File: src/rtl/dtc_pkg.sv
// Shared types, constants and helper functions for the Duffing trajectory check.
// Used by every module of the block; depends on nothing else.
`default_nettype none

package dtc_pkg;

    localparam int STEPS        = 100;
    localparam int STEP_W       = 8;
    localparam int CORDIC_ITERS = 30;
    localparam int CORDIC_IW    = 5;
    localparam int MUL_OPS      = 6;

    typedef logic signed [39:0] q832_t;
    typedef logic signed [33:0] cord_t;

    localparam q832_t DT_Q32    = 40'sd42949673;
    localparam q832_t DAMP_Q32  = 40'sd429496730;
    localparam q832_t FORCE_Q32 = 40'sd1288490189;
    localparam q832_t LIM40     = 40'sd549755813887;
    localparam logic signed [43:0] LIM44 = 44'sd549755813887;

    localparam cord_t TIME_TURN_K  = 34'sd1749927105;
    localparam cord_t PHASE_TURN_K = 34'sd2670177;
    localparam cord_t CORDIC_GAIN  = 34'sd652032874;

    localparam logic [30:0] DRIFT_MAX       = 31'h7FFF_FFFF;
    localparam logic [30:0] DRIFT_LIMIT_RST = 31'd6554;

    typedef enum logic [2:0] {
        MUL_F_C  = 3'd0,
        MUL_D_V  = 3'd1,
        MUL_P_P  = 3'd2,
        MUL_T_P  = 3'd3,
        MUL_V_DT = 3'd4,
        MUL_A_DT = 3'd5
    } mul_sel_t;

    typedef enum logic [2:0] {
        AUX_WK  = 3'd0,
        AUX_PH  = 3'd1,
        AUX_AMP = 3'd2,
        AUX_MX  = 3'd3,
        AUX_MV  = 3'd4
    } aux_sel_t;

    typedef enum logic {
        COS_STEP = 1'b0,
        COS_PEER = 1'b1
    } cos_src_t;

    typedef struct packed {
        logic     load;
        logic     wk_load;
        logic     aux_en;
        aux_sel_t aux_sel;
        logic     cos_start;
        cos_src_t cos_src;
        logic     acc_init;
        logic     mul_start;
        mul_sel_t mul_sel;
        logic     ang_adv;
        logic     diff_load;
        logic     sq_first;
        logic     sq_add;
        logic     root_start;
        logic     out_load;
    } cmd_t;

    typedef struct packed {
        logic cos_done;
        logic mul_done;
        logic root_done;
    } sts_t;

    // Arctangent of 2^-i in Q0.32 turns.
    function automatic cord_t atan_turn(input logic [CORDIC_IW-1:0] i);
        cord_t r;
        case (i)
            5'd0:  r = 34'sd536870912;
            5'd1:  r = 34'sd316933406;
            5'd2:  r = 34'sd167458907;
            5'd3:  r = 34'sd85004756;
            5'd4:  r = 34'sd42667331;
            5'd5:  r = 34'sd21354465;
            5'd6:  r = 34'sd10679838;
            5'd7:  r = 34'sd5340245;
            5'd8:  r = 34'sd2670163;
            5'd9:  r = 34'sd1335087;
            5'd10: r = 34'sd667544;
            5'd11: r = 34'sd333772;
            5'd12: r = 34'sd166886;
            5'd13: r = 34'sd83443;
            5'd14: r = 34'sd41722;
            5'd15: r = 34'sd20861;
            5'd16: r = 34'sd10430;
            5'd17: r = 34'sd5215;
            5'd18: r = 34'sd2608;
            5'd19: r = 34'sd1304;
            5'd20: r = 34'sd652;
            5'd21: r = 34'sd326;
            5'd22: r = 34'sd163;
            5'd23: r = 34'sd81;
            5'd24: r = 34'sd41;
            5'd25: r = 34'sd20;
            5'd26: r = 34'sd10;
            5'd27: r = 34'sd5;
            5'd28: r = 34'sd3;
            5'd29: r = 34'sd1;
            default: r = 34'sd0;
        endcase
        return r;
    endfunction

    // Symmetric saturation to the Q8.32 range.
    function automatic q832_t sat40(input logic signed [43:0] v);
        q832_t r;
        if (v > LIM44)
            r = LIM40;
        else if (v < -LIM44)
            r = -LIM40;
        else
            r = v[39:0];
        return r;
    endfunction

endpackage

`default_nettype wire

File: src/rtl/dtc_ctrl.sv
// Controller: sequences the integration steps, the final distance and the
// output handshake. Depends on dtc_pkg.
`default_nettype none

module dtc_ctrl (
    input  wire logic     clk,
    input  wire logic     rst_n,
    input  wire logic     s_tvalid,
    output logic          s_tready,
    output logic          m_tvalid,
    input  wire logic     m_tready,
    output dtc_pkg::cmd_t cmd,
    input  dtc_pkg::sts_t sts
);
    import dtc_pkg::*;

    typedef enum logic [18:0] {
        S_IDLE      = 19'h00001,
        S_WK        = 19'h00002,
        S_WKLD      = 19'h00004,
        S_COS_GO    = 19'h00008,
        S_COS_WAIT  = 19'h00010,
        S_MUL_GO    = 19'h00020,
        S_MUL_WAIT  = 19'h00040,
        S_STEP_END  = 19'h00080,
        S_PH        = 19'h00100,
        S_PCOS_GO   = 19'h00200,
        S_PCOS_WAIT = 19'h00400,
        S_AMP       = 19'h00800,
        S_DIFF      = 19'h01000,
        S_SQX       = 19'h02000,
        S_SQV       = 19'h04000,
        S_SUM       = 19'h08000,
        S_ROOT_GO   = 19'h10000,
        S_ROOT_WAIT = 19'h20000,
        S_DONE      = 19'h40000
    } state_t;

    state_t            state_reg, state_next;
    logic [2:0]        op_reg, op_next;
    logic [STEP_W-1:0] step_reg, step_next;
    logic              out_valid_reg, out_valid_next;

    always_comb
    begin
        state_next = state_reg;
        op_next    = op_reg;
        step_next  = step_reg;
        cmd        = '0;
        cmd.mul_sel = mul_sel_t'(op_reg);
        cmd.aux_sel = AUX_WK;
        cmd.cos_src = COS_STEP;

        case (state_reg)
            S_IDLE:
            begin
                if (s_tvalid)
                begin
                    cmd.load   = 1'b1;
                    state_next = S_WK;
                end
            end
            S_WK:
            begin
                cmd.aux_en  = 1'b1;
                cmd.aux_sel = AUX_WK;
                state_next  = S_WKLD;
            end
            S_WKLD:
            begin
                cmd.wk_load = 1'b1;
                step_next   = '0;
                state_next  = S_COS_GO;
            end
            S_COS_GO:
            begin
                cmd.cos_start = 1'b1;
                cmd.cos_src   = COS_STEP;
                cmd.acc_init  = 1'b1;
                state_next    = S_COS_WAIT;
            end
            S_COS_WAIT:
            begin
                if (sts.cos_done)
                begin
                    op_next    = '0;
                    state_next = S_MUL_GO;
                end
            end
            S_MUL_GO:
            begin
                cmd.mul_start = 1'b1;
                state_next    = S_MUL_WAIT;
            end
            S_MUL_WAIT:
            begin
                if (sts.mul_done)
                begin
                    if (op_reg == 3'(MUL_OPS - 1))
                    begin
                        state_next = S_STEP_END;
                    end
                    else
                    begin
                        op_next    = op_reg + 1'b1;
                        state_next = S_MUL_GO;
                    end
                end
            end
            S_STEP_END:
            begin
                cmd.ang_adv = 1'b1;
                if (step_reg == STEP_W'(STEPS - 1))
                begin
                    state_next = S_PH;
                end
                else
                begin
                    step_next  = step_reg + 1'b1;
                    state_next = S_COS_GO;
                end
            end
            S_PH:
            begin
                cmd.aux_en  = 1'b1;
                cmd.aux_sel = AUX_PH;
                state_next  = S_PCOS_GO;
            end
            S_PCOS_GO:
            begin
                cmd.cos_start = 1'b1;
                cmd.cos_src   = COS_PEER;
                state_next    = S_PCOS_WAIT;
            end
            S_PCOS_WAIT:
            begin
                if (sts.cos_done)
                begin
                    state_next = S_AMP;
                end
            end
            S_AMP:
            begin
                cmd.aux_en  = 1'b1;
                cmd.aux_sel = AUX_AMP;
                state_next  = S_DIFF;
            end
            S_DIFF:
            begin
                cmd.diff_load = 1'b1;
                state_next    = S_SQX;
            end
            S_SQX:
            begin
                cmd.aux_en  = 1'b1;
                cmd.aux_sel = AUX_MX;
                state_next  = S_SQV;
            end
            S_SQV:
            begin
                cmd.sq_first = 1'b1;
                cmd.aux_en   = 1'b1;
                cmd.aux_sel  = AUX_MV;
                state_next   = S_SUM;
            end
            S_SUM:
            begin
                cmd.sq_add = 1'b1;
                state_next = S_ROOT_GO;
            end
            S_ROOT_GO:
            begin
                cmd.root_start = 1'b1;
                state_next     = S_ROOT_WAIT;
            end
            S_ROOT_WAIT:
            begin
                if (sts.root_done)
                begin
                    state_next = S_DONE;
                end
            end
            S_DONE:
            begin
                // The result register frees up in the same cycle its transaction completes.
                if (!out_valid_reg || m_tready)
                begin
                    cmd.out_load = 1'b1;
                    state_next   = S_IDLE;
                end
            end
            default:
            begin
                state_next = S_IDLE;
            end
        endcase

        if (cmd.out_load)
            out_valid_next = 1'b1;
        else if (m_tready)
            out_valid_next = 1'b0;
        else
            out_valid_next = out_valid_reg;
    end

    always_ff @(posedge clk or negedge rst_n)
    begin
        if (!rst_n)
        begin
            state_reg     <= S_IDLE;
            op_reg        <= '0;
            step_reg      <= '0;
            out_valid_reg <= 1'b0;
        end
        else
        begin
            state_reg     <= state_next;
            op_reg        <= op_next;
            step_reg      <= step_next;
            out_valid_reg <= out_valid_next;
        end
    end

    assign s_tready = (state_reg == S_IDLE);
    assign m_tvalid = out_valid_reg;

`ifndef SYNTHESIS
    a_mul_done_in_wait: assert property (@(posedge clk) disable iff (!rst_n)
        sts.mul_done |-> state_reg == S_MUL_WAIT)
        else $error("multiplier finished outside its wait state");
    a_cos_done_in_wait: assert property (@(posedge clk) disable iff (!rst_n)
        sts.cos_done |-> (state_reg == S_COS_WAIT || state_reg == S_PCOS_WAIT))
        else $error("cosine finished outside its wait state");
    a_accept_starts: assert property (@(posedge clk) disable iff (!rst_n)
        (s_tvalid && s_tready) |=> state_reg == S_WK)
        else $error("accepted transaction did not start a run");
    a_step_range: assert property (@(posedge clk) disable iff (!rst_n)
        step_reg < STEP_W'(STEPS))
        else $error("step counter out of range");
    a_op_range: assert property (@(posedge clk) disable iff (!rst_n)
        op_reg < 3'(MUL_OPS))
        else $error("multiply operation index out of range");
`endif

endmodule

`default_nettype wire

File: config.mk
export PLATFORM = sky130hd
export DESIGN_NAME = dtc_ctrl
export DESIGN_NICKNAME = d
export VERILOG_FILES = /design/src/rtl/dtc_pkg.sv /design/src/rtl/dtc_ctrl.sv
export SDC_FILE = /design/constraint.sdc
export NUM_CORES = 1
export LEC_CHECK = 0
export ABC_AREA = 1
export BUFFER_PORTS_ARGS = -buffer_cell sky130_fd_sc_hd__buf_2
export CAP_MARGIN = 20
export CORE_MARGIN = 10
export CORE_UTILIZATION = 45
export DETAILED_ROUTE_END_ITERATION = 16
export PLACE_DENSITY = 0.66
export SLEW_MARGIN = 20
export SYNTH_ARGS = -nofsm -noshare
export SYNTH_HDL_FRONTEND = slang
export SYNTH_SLANG_ARGS = --single-unit
File: constraint.sdc
create_clock -name clk -period 2.7 [get_ports clk]
set_input_delay 0.135 -clock clk [delete_from_list [all_inputs] [get_ports clk]]
set_output_delay 0.135 -clock clk [all_outputs]
set_load 0.005 [all_outputs]
After elaboration in Yosys (flattened, before gate mapping)
Cells that the tools add are included.
{"block": "classes", "n_reduce_logical": 8, "add_sub_neg": 2, "n_eq_ne": 29, "n_mux": 31}
{"cell": "$pmux 19 s19", "count": 1}
{"cell": "$mux 19", "count": 6}
{"cell": "$pmux 4 s5", "count": 1}
{"cell": "$eq 19x1->1 const B", "count": 1}
{"cell": "$eq 19x10->1 const B", "count": 1}
{"cell": "$eq 19x11->1 const B", "count": 1}
{"cell": "$eq 19x12->1 const B", "count": 1}
{"cell": "$eq 19x13->1 const B", "count": 1}
{"cell": "$eq 19x14->1 const B", "count": 1}
{"cell": "$eq 19x15->1 const B", "count": 1}
{"cell": "$eq 19x16->1 const B", "count": 1}
{"cell": "$eq 19x17->1 const B", "count": 1}
{"cell": "$eq 19x18->1 const B", "count": 1}
{"cell": "$eq 19x19->1 const B", "count": 1}
{"cell": "$eq 19x2->1 const B", "count": 1}
{"cell": "$eq 19x3->1 const B", "count": 1}
{"cell": "$eq 19x4->1 const B", "count": 1}
{"cell": "$eq 19x5->1 const B", "count": 1}
{"cell": "$eq 19x6->1 const B", "count": 1}
{"cell": "$eq 19x7->1 const B", "count": 1}
{"cell": "$eq 19x8->1 const B", "count": 1}
{"cell": "$eq 19x9->1 const B", "count": 1}
{"cell": "$mux 8", "count": 2}
{"cell": "$ne 2x2->1 const B", "count": 8}
{"cell": "16 further kinds", "count": 33}
{"block": "word_totals", "output_inout_bits": 21, "regBits": 31, "in_bits": 7, "wordCells": 74}

Logic depth before layout (Yosys ltp)
Gate-level depths: netlist (run 1).
{"block": "logic_depth", "depth_word": 5, "mapped_depth": 12, "mapped_depth_nobuf": 12}

Worst setup path before layout (run 1)
OpenSTA, ideal clock, no wires.
{"block": "synth_path", "path_kind": "register to register", "from": "register state_reg[4]", "to": "register state_reg[18]", "path_stages_with_launch": 11, "path_slack_ns": 1.172, "arrival_time_ns": 1.405, "path_buffers": 0, "required_time_ns": 2.577, "setup_ns": 0.123, "period_less_slack_ns": 1.528, "cell_sequence": "dfrtp_1 nor2_2 nand2_1 nor2_4 nand2_1 nor2_1 nand2_1 o21ai_1 nor2_1 nand2_2 o21ai_1"}
{"block": "synth_between", "elab_chain_cells": 3, "elab_cells_between_ends": 27, "classes_between": "eq/ne: 25; mux: 1; reduce/logical: 1"}
{"element": "from (decl)", "line_no": "dtc_ctrl.sv:39", "source": "state_t state_reg, state_next;"}
{"element": "from (signal assigned)", "line_no": "dtc_ctrl.sv:217", "source": "state_reg <= state_next;"}
{"element": "$eq 19x1->1 *"}
{"element": "via s_tready", "line_no": "dtc_ctrl.sv:9", "source": "output logic s_tready,"}
{"element": "$ne 2x2->1 (no line)"}
{"element": "$reduce_and 6->1 (no line)"}
Mark *: on every way through the listed nets, which the timed path passes. The rest lies on a longest branch.
A chain may end at the register's enable or synchronous reset.

==> results of run 1 <==
[synth_stat cells (2+ instances only)]
| cell | number |
|---|---|
| inv_1 | 52 |
| nand2_1 | 50 |
| nor2_1 | 36 |
| dfrtp_1 | 30 |
| nand3_1 | 25 |
| nor3_1 | 16 |
| nor2_2 | 8 |
| nand2_2 | 7 |
| o21ai_0 | 7 |
| nand4_1 | 5 |
| ha_1 | 3 |
| nand2_4 | 3 |
| nor2_4 | 3 |
| o21ai_1 | 3 |
| xor2_1 | 3 |
| a21oi_1 | 2 |
| nor2_8 | 2 |
[final timing paths]
kind,start,to,slack [ns]
setup reg to reg,state_reg[4],state_reg[18],0.91
hold reg to reg,step_reg[0],step_reg[0],0.51
hold / removal,m_tready,m_tvalid,0.04
min in group asynchronous,rst_n,m_tvalid,0.44
setup / recovery,state_reg[4],cmd[16],0.72
max in group asynchronous,rst_n,state_reg[7],1.81
[critical path, stage by stage, from the launching register on]
cell,delay (ns)
dfrtp_1,0.40
nor2_2,0.15
nand2_1,0.16
nor2_1,0.31
nand3_1,0.20
nand2_1,0.12
nor2_1,0.07
nand2_1,0.06
buf_2,0.12
[repair_timing]
| action | in CTS | in global routing |
|---|---|---|
| hold buffers | 1 | 0 |
| gates resized for setup | 0 | 0 |
| endpoints found under the hold margin | 30 | 0 |
[cells by family (layout without fill, tap and decap cells)]
family | after synthesis | in the layout | share of synthesized area
compound gates | 15 | 15 | 0.0414
xor+xnor | 4 | 4 | 0.0181
fa+ha+maj | 3 | 3 | 0.0194
buf+inv | 53 | 86 | 0.105
flops | 31 | 31 | 0.402
mux | 1 | 1 | 0.00518
simple gates | 159 | 159 | 0.409
[power by group through the flow]
stage / Sequential (mW) / Clock (mW) / Combinational (mW)
3_5_place_dp: 0.530 / 0 / 0.394
5_1_grt: 0.525 / 0.361 / 0.447
6_report: 0.523 / 0.324 / 0.395
3_3_place_gp: 0.529 / 0 / 0.391
4_1_cts: 0.521 / 0.340 / 0.397
2_1_floorplan: 0.526 / 0 / 0.282
[routing by layer]
layer / part of all wire / GRT usage / vias up
met2: 0.48 / 0.203 / 35
met4: 0.013 / 0.0404 / 0
met3: 0.058 / 0.0407 / 5
met1: 0.45 / 0.150 / 775
met5: 0 / 0 / -
li1: - / - / 900
[layout by cell type (no fill, tap or decap), types with 7 or more instances in the layout]
master   count
dfrtp_1     30
nor2_2       8
inv_1       52
nand3_1     25
nor2_1      36
nand2_2      7
nand2_1     50
buf_2       27
nor3_1      16
o21ai_0      7
[final cells by class]
| cell class | count | area share |
|---|---|---|
| multi-input combinational | 182 | 0.432 |
| clock buffer | 6 | 0.0329 |
| timing repair buffer | 28 | 0.0658 |
| tap | 50 | 0.0284 |
| inverter | 52 | 0.0885 |
| sequential | 31 | 0.352 |
==> results.sh, run 1 <==
export IMPL_status="finished clean"
export IMPL_layout_worst_path_cycle_share=0.734
export IMPL_final_antenna_net_count=0
export IMPL_drive_gt1_frac=0.194
export IMPL_total_power_mw=1.24
export IMPL_worstPathArrival_ns=1.85
export IMPL_grt_pass1_vias=1611
export IMPL_path_clk_slew_ns=0.06
export IMPL_ys_ff_latch=31
export IMPL_grt_max_degree=32
export IMPL_cp_end_kind="primary output"
export IMPL_dpl_hpwl_mm=3.50
export IMPL_clock_power_share=0.261
export IMPL_synth_edf_count=0
export IMPL_comb_power_share=0.318
export IMPL_setup_violations_final=0
export IMPL_peakVddDrop_mv=0.282
export IMPL_power_switching_mw=0.443
export IMPL_p_int_mw=0.799
export IMPL_largest_reg_flops=19
export IMPL_io_pins=28
export IMPL_place_congestion=0.819
export IMPL_clk_latency_ns=0.28
export IMPL_n_fill_cell=411
export IMPL_syn2layout_area_growth_pct=14.1
export IMPL_cts_sinks=31
export IMPL_drv_slew=0
export IMPL_grt_first_pass_wirelength_mm=7.44
export IMPL_ys_flop_type="dfrtp_1"
export IMPL_timing_fmax_mhz=504
export IMPL_synth_nets=276
export IMPL_tns_ns=0
export IMPL_postSynthCellCount=266
export IMPL_netlist_area_mm2=0.00193
export IMPL_rsz0062_at_grt="false"
export IMPL_nets=310
export IMPL_fin_area_mm2=0.00221
export IMPL_critPathRequiredTime_ns=2.57
export IMPL_min_path_cells=2
export IMPL_sequentialPowerShare=0.421
export IMPL_cts_tree="done"
export IMPL_viasPerCell=4.91
export IMPL_fin_skew_ns=0.00436
export IMPL_cp_max_fo=5
export IMPL_synth_top_area_cell="dfrtp_1"
export IMPL_wl_per_cell_um=12.5
export IMPL_synthDistinctLibCells=28
export IMPL_multi_input_area_um2=953
export IMPL_synthArstFlopShare=1.00
export IMPL_yosysWarnings=0
export IMPL_fp_dieArea_mm2=0.00732
export IMPL_gr_total_overflow=0
export IMPL_p_leak_nw=1.32
export IMPL_chipHeight_um=85.5
export IMPL_die_w_um=85.5
export IMPL_numPortBuffers=27
export IMPL_dp_slack_ns=0.925
export IMPL_placed_area_mm2=0.00212
export IMPL_routed_wl_mm=4.37
export IMPL_seqCellArea_um2=777
export IMPL_rows=23
export IMPL_r2r_cells=10
export IMPL_p_per_area_mw_per_mm2=563
export IMPL_route_detailed_drc=0
export IMPL_root_buffer="clkbuf_8"
export IMPL_htreeDepth=2
export IMPL_maxCapViolations=0
export IMPL_swShare=0.357
export IMPL_max_slew_worst_pin_slew_ns=0.702
export IMPL_vias=1715
export IMPL_crit_type="flip-flop to primary output"
export IMPL_drtIter0Drc=134
export IMPL_period_minus_slack_ns=1.98
export IMPL_worst_setup_path_start_kind="flip-flop"
export IMPL_yosysSeqAreaShare=0.402
export IMPL_core_mm2=0.00409
export IMPL_final_util=0.540
export IMPL_drt_pass1_iter_count=4
export IMPL_synth_area_top_cells="dfrtp_1 (39%), inv_1 (10%), nand2_1 (9.7%), nor2_1 (7.0%), nand3_1 (6.5%)"
export IMPL_worst_hold_path_type="primary input to flip-flop"
export IMPL_diodes=0
export IMPL_syn_area_per_cell_um2=7.27
export IMPL_clock_path_buffers=2
export IMPL_grt_total_usage=0.124
export IMPL_antenna_found_initial=0
export IMPL_holdWs_ns=0.0423
export IMPL_cts_buffers=5
export IMPL_post_cts_buffers=0
export IMPL_start_util=0.473
export IMPL_slew_limit_headroom=0.532
export IMPL_stdcell_count=349
export IMPL_synth_top_area_share=0.388
export IMPL_dp_cells=342
export IMPL_finalHoldViolations=0
export IMPL_setup_ws_ns=0.718
Note: power is estimated with default switching activity, not from simulation.
==> run 2: changes to the inputs <==
==> constraint.sdc (replaced) <==
create_clock -name clk -period 1.9 [get_ports clk]
set_input_delay 0.095 -clock clk [delete_from_list [all_inputs] [get_ports clk]]
set_output_delay 0.095 -clock clk [all_outputs]
set_load 0.005 [all_outputs]
==> run 2 against run 1 <==
Flip-flop and latch count stayed put. Largest cell class unchanged. Count of clock-buffer cells in the layout up 2. Cell count grew 3.2%. Clock skew is essentially flat.
==> results.sh, run 2 (synthesized netlist as in run 1, its figures left out) <==
export IMPL_status="finished clean"
export IMPL_cp_max_fo=8
export IMPL_grt_pass1_vias=1611
export IMPL_diodes=0
export IMPL_grt_use_met3=0.0341
export IMPL_routed_wl_mm=4.64
export IMPL_layout_worst_path_cycle_share=0.980
export IMPL_rows=23
export IMPL_r2r_setup_slack_ns=0.12
export IMPL_gr_total_overflow=0
export IMPL_final_common_cell="inv_1"
export IMPL_finalHoldViolations=0
export IMPL_slew_limit_headroom=0.524
export IMPL_cts_tree="done"
export IMPL_reg2reg_to="state_reg[18]"
export IMPL_crit_type="flip-flop to primary output"
export IMPL_period_minus_slack_ns=1.86
export IMPL_drt_pass1_iter_count=4
export IMPL_place_congestion=0.816
export IMPL_path_clk_slew_ns=0.06
export IMPL_holdWs_ns=0.0309
export IMPL_root_buffer="clkbuf_8"
export IMPL_worst_hold_path_type="primary input to flip-flop"
export IMPL_maxCapViolations=0
export IMPL_wl_per_cell_um=12.9
export IMPL_min_to="state_reg[17]"
export IMPL_antenna_found_initial=0
export IMPL_cts_sinks=31
export IMPL_core_mm2=0.00409
export IMPL_dpl_hpwl_mm=3.57
export IMPL_setup_violations_final=0
export IMPL_grt_use_met2=0.210
export IMPL_syn2layout_area_growth_pct=20.7
export IMPL_max_slew_worst_pin_slew_ns=0.714
export IMPL_timing_fmax_mhz=537
export IMPL_grt_total_usage=0.126
export IMPL_drive_gt1_frac=0.239
export IMPL_p_per_area_mw_per_mm2=827
export IMPL_fin_skew_ns=0.00387
export IMPL_numPortBuffers=27
export IMPL_critPathRequiredTime_ns=1.80
export IMPL_clock_path_buffers=2
export IMPL_final_cell_mix="inv_1 (51), nand2_1 (48), nor2_1 (35), dfrtp_1 (30), buf_2 (27)"
export IMPL_start_util=0.473
export IMPL_viasPerCell=4.96
export IMPL_worst_setup_path_start_kind="flip-flop"
export IMPL_vias=1786
export IMPL_grt_first_pass_wirelength_mm=7.53
export IMPL_r2r_cells=11
export IMPL_chipHeight_um=85.5
export IMPL_io_pins=28
export IMPL_peakVddDrop_mv=0.431
export IMPL_min_path_cells=2
export IMPL_busiest_layer="met2"
export IMPL_r2r_start="state_reg[18]"
export IMPL_cp_end_kind="primary output"
export IMPL_total_power_mw=1.93
export IMPL_p_leak_nw=1.37
export IMPL_largest_reg_flops=19
export IMPL_htreeDepth=2
export IMPL_grt_max_degree=32
export IMPL_drtIter0Drc=124
export IMPL_rsz0062_at_grt="true"
export IMPL_met1_usage=0.153
export IMPL_fp_dieArea_mm2=0.00732
export IMPL_worstHoldStart="sts[0]"
export IMPL_route_detailed_drc=0
export IMPL_final_util=0.571
export IMPL_final_antenna_net_count=0
export IMPL_cts_buffers=5
export IMPL_worstPathArrival_ns=1.77
export IMPL_die_w_um=85.5
export IMPL_drv_slew=0
export IMPL_nets=319
export IMPL_clk_latency_ns=0.28
==> run 2: how the worst max path moves through the flow <==
stage                                to  slack, ns          start  depth (start not counted)
after floorplan           state_reg[18]       0.37   state_reg[4]                         10
after global placement    state_reg[18]       0.14   state_reg[4]                         10
after detailed placement  state_reg[18]       0.14   state_reg[4]                         10
after CTS                       cmd[17]     -0.004  state_reg[15]                          6
after global routing            cmd[12]      -0.07  state_reg[10]                          7
final                           cmd[12]       0.04  state_reg[18]                          7
==> run 2: area by class of cell <==
cell class                 instances  area (um2)
sequential                        31         777
fill                             398        1750
inverter                          52         195
clock buffer                       8         100
timing repair buffer              36         208
tap                               50        62.6
multi-input combinational        183         991
==> run 2: worst max-delay path: stages, from the launching register on <==
cell	delay [ns]
dfrtp_1	0.41
nor2_2	0.16
nand2_4	0.11
nor2_4	0.21
buf_4	0.16
nand3_1	0.17
nand2_2	0.14
buf_2	0.12
==> run 2: routing by layer <==
| metal | vias to the layer above | part of all wire | wire length, um |
|---|---|---|---|
| li1 | 921 | - | - |
| met1 | 825 | 0.46 | 2140 |
| met2 | 31 | 0.48 | 2220 |
| met3 | 9 | 0.049 | 227 |
| met4 | 0 | 0.012 | 55 |
| met5 | - | 0 | 0 |
==> run 2: repair_timing <==
action                                 in CTS  in global routing
setup endpoints to repair                   1                 13
hold buffers                                1                  1
pin swaps                                   1                  5
setup buffers                               0                  7
gates resized for setup                     1                  8
cloned                                      0                  1
endpoints found under the hold margin      30                  1
==> run 2: report_power, final <==
group          switching, mW  internal (mW)  leakage (nW)  total (mW)
Combinational          0.396          0.220         0.895       0.617
Clock                  0.240          0.330        0.0515       0.570
Sequential            0.0362          0.708         0.428       0.744
==> run 2: per-stage QoR <==
| stage | worst slack [ns] | TNS, ns | area, um2 | std cells |
|---|---|---|---|---|
| after floorplan | 0.372 | 0 | 1930 | 266 |
| after global placement | 0.143 | 0 | 2120 | 342 |
| after detailed placement | 0.144 | 0 | 2120 | 342 |
| after CTS | -0.00417 | -0.00417 | 2240 | 351 |
| after global routing | -0.0748 | -0.167 | 2330 | 360 |
| final | 0.0379 | 0 | 2330 | 360 |
==> run 3: changes to the inputs <==
--- a/config.mk
+++ b/config.mk
@@ -9,9 +9,10 @@
 export BUFFER_PORTS_ARGS = -buffer_cell sky130_fd_sc_hd__buf_2
 export CAP_MARGIN = 20
 export CORE_MARGIN = 10
-export CORE_UTILIZATION = 45
+export CORE_UTILIZATION = 54
 export DETAILED_ROUTE_END_ITERATION = 16
-export PLACE_DENSITY = 0.66
+export PLACE_DENSITY = 0.77
+export SKIP_LAST_GASP = 1
 export SLEW_MARGIN = 20
 export SYNTH_ARGS = -nofsm -noshare
 export SYNTH_HDL_FRONTEND = slang
==> run 3 against run 2 <==
Global-route usage up 2.8 points. First-iteration DRC count down 20%. Critical path depth up 1. Routed wire length up 3.8%. Sequential share of layout area down 0.78 points. Utilization up 13 points. Via count up 3.5%. Clock power down 31%. Largest power group unchanged. Highest routed layer unchanged.
==> results.sh, run 3 (synthesized netlist as in run 1, its figures left out) <==
export IMPL_final_antenna_net_count=0
export IMPL_crit_chain="nor2_4, nand2_4, nor2_4, nand3_1, nand2_1, nor2_1, nand2_1, buf_2"
export IMPL_rsz0062_at_grt="true"
export IMPL_final_cell_mix="inv_1 (51), nand2_1 (48), nor2_1 (31), dfrtp_1 (30), buf_2 (27)"
export IMPL_nets=325
export IMPL_timing_fmax_mhz=543
export IMPL_slowest_delay_ns=0.44
export IMPL_grt_total_usage=0.154
export IMPL_cp_end_kind="primary output"
export IMPL_finalHoldViolations=0
export IMPL_setup_violations_final=0
export IMPL_path_buf_inv=1
export IMPL_wl_per_cell_um=13.4
export IMPL_start_util=0.570
export IMPL_die_w_um=79.8
export IMPL_rows=21
export IMPL_clk_latency_ns=0.33
export IMPL_worst_setup_path_start_kind="flip-flop"
export IMPL_fin_skew_ns=0.0120
export IMPL_worst_hold_path_type="primary input to flip-flop"
export IMPL_cts_tree="done"
export IMPL_drv_slew=0
export IMPL_max_slew_worst_pin_slew_ns=0.673
export IMPL_drive_gt1_frac=0.263
export IMPL_path_delay_family="simple AND/OR/NAND/NOR gates"
export IMPL_cts_sinks=31
export IMPL_grt_pass1_vias=1764
export IMPL_p_leak_nw=1.41
export IMPL_drtIter0Drc=99
export IMPL_htreeDepth=2
export IMPL_dp_slack_ns=0.139
export IMPL_grt_max_degree=32
export IMPL_viasPerCell=5.12
export IMPL_peakVddDrop_mv=0.601
export IMPL_period_minus_slack_ns=1.84
export IMPL_slew_limit_headroom=0.551
export IMPL_syn2layout_area_growth_pct=23.6
export IMPL_critPathRequiredTime_ns=1.80
export IMPL_n_fill_cell=281
export IMPL_chipHeight_um=79.8
export IMPL_io_pins=28
export IMPL_route_detailed_drc=0
export IMPL_drt_pass1_iter_count=4
export IMPL_routed_wl_mm=4.82
export IMPL_final_util=0.705
export IMPL_status="finished clean"
export IMPL_root_buffer="clkbuf_4"
export IMPL_holdWs_ns=0.0722
export IMPL_numPortBuffers=27
export IMPL_fp_dieArea_mm2=0.00637
export IMPL_gr_total_overflow=0
export IMPL_cts_buffers=5
export IMPL_maxCapViolations=0
export IMPL_grt_first_pass_wirelength_mm=7.91
export IMPL_vias=1849
export IMPL_setup_ws_ns=0.0570
export IMPL_dpl_hpwl_mm=3.47
export IMPL_largest_reg_flops=19
export IMPL_p_per_area_mw_per_mm2=772
export IMPL_tns_ns=0
export IMPL_diodes=0
export IMPL_place_congestion=0.962
export IMPL_cp_slowest_cell="dfrtp_1"
export IMPL_clock_path_buffers=2
export IMPL_path_clk_slew_ns=0.09
export IMPL_core_mm2=0.00339
export IMPL_layout_worst_path_cycle_share=0.970
export IMPL_final_common_cell="inv_1"
export IMPL_worstPathArrival_ns=1.75
export IMPL_cp_max_fo=5
export IMPL_crit_type="flip-flop to primary output"
export IMPL_antenna_found_initial=0
-- run 3: cell types whose count changed in the layout (fill, tap and decap cells not counted), moves of 2 or more --
cell,delta
nand2_4,+2
nor2_4,+5
nand2_2,-2
clkbuf_4,+5
nor2_1,-4
clkbuf_8,-6
buf_4,+3
-- run 3: path summary, 6_finish.rpt --
| check | from | to | slack, ns | cells after the start |
|---|---|---|---|---|
| max in group asynchronous | rst_n | state_reg[3] | 1.13 | 2 |
| setup reg to reg | state_reg[15] | op_reg[1] | 0.19 | 10 |
| hold / removal | s_tvalid | state_reg[0] | 0.07 | 4 |
| setup / recovery | state_reg[4] | cmd[16] | 0.06 | 8 |
| hold reg to reg | step_reg[0] | step_reg[0] | 0.51 | 1 |
| min in group asynchronous | rst_n | step_reg[4] | 0.34 | 2 |
-- run 3: area by class of cell --
cell class,count,area [um2],area share
flip-flops and latches,31,777,0.325
clock inverters,1,5.00,0.00209
well taps,46,57.6,0.0241
inverters,52,195,0.0817
clock buffers,6,51.3,0.0215
repair buffers,41,260,0.109
multi-input cells,184,1040,0.437
-- run 3: routing by layer --
layer	wire length, um	track usage	vias to the layer above	part of all wire
li1	-	-	935	-
met1	2030	0.173	860	0.42
met2	2470	0.273	48	0.51
met3	269	0.0462	6	0.056
met4	56	0.0493	0	0.012
met5	0	0	-	0
-- run 3: what timing repair did --
action,4_1_cts,5_1_grt
buffers inserted,1,10
cloned,1,1
gates resized for setup,3,17
setup endpoints to repair,3,15
endpoints found under the hold margin,32,0
pin swaps,1,10
hold buffers,3,0
-- run 3: tightest hold or removal path, stage by stage --
cell,delay [ns]
buf_2,0.07
inv_1,0.04
nand2_1,0.12
nand2_1,0.07
-- run 3: stage by stage --
stage               instance area [um2]  total power [mW]  cells
detailed placement                 2120              1.31    338
floorplan                          1930              1.15    266
global route                       2390              1.97    361
finish                             2390              1.84    361
global placement                   2120              1.30    338
CTS                                2230              1.73    350
-- run 3: where the power goes --
part / internal, mW / switching [mW] / total (mW)
Sequential: 0.707 / 0.0465 / 0.753
Clock: 0.171 / 0.221 / 0.392
Combinational: 0.274 / 0.425 / 0.699
Total: 1.15 / 0.692 / 1.84
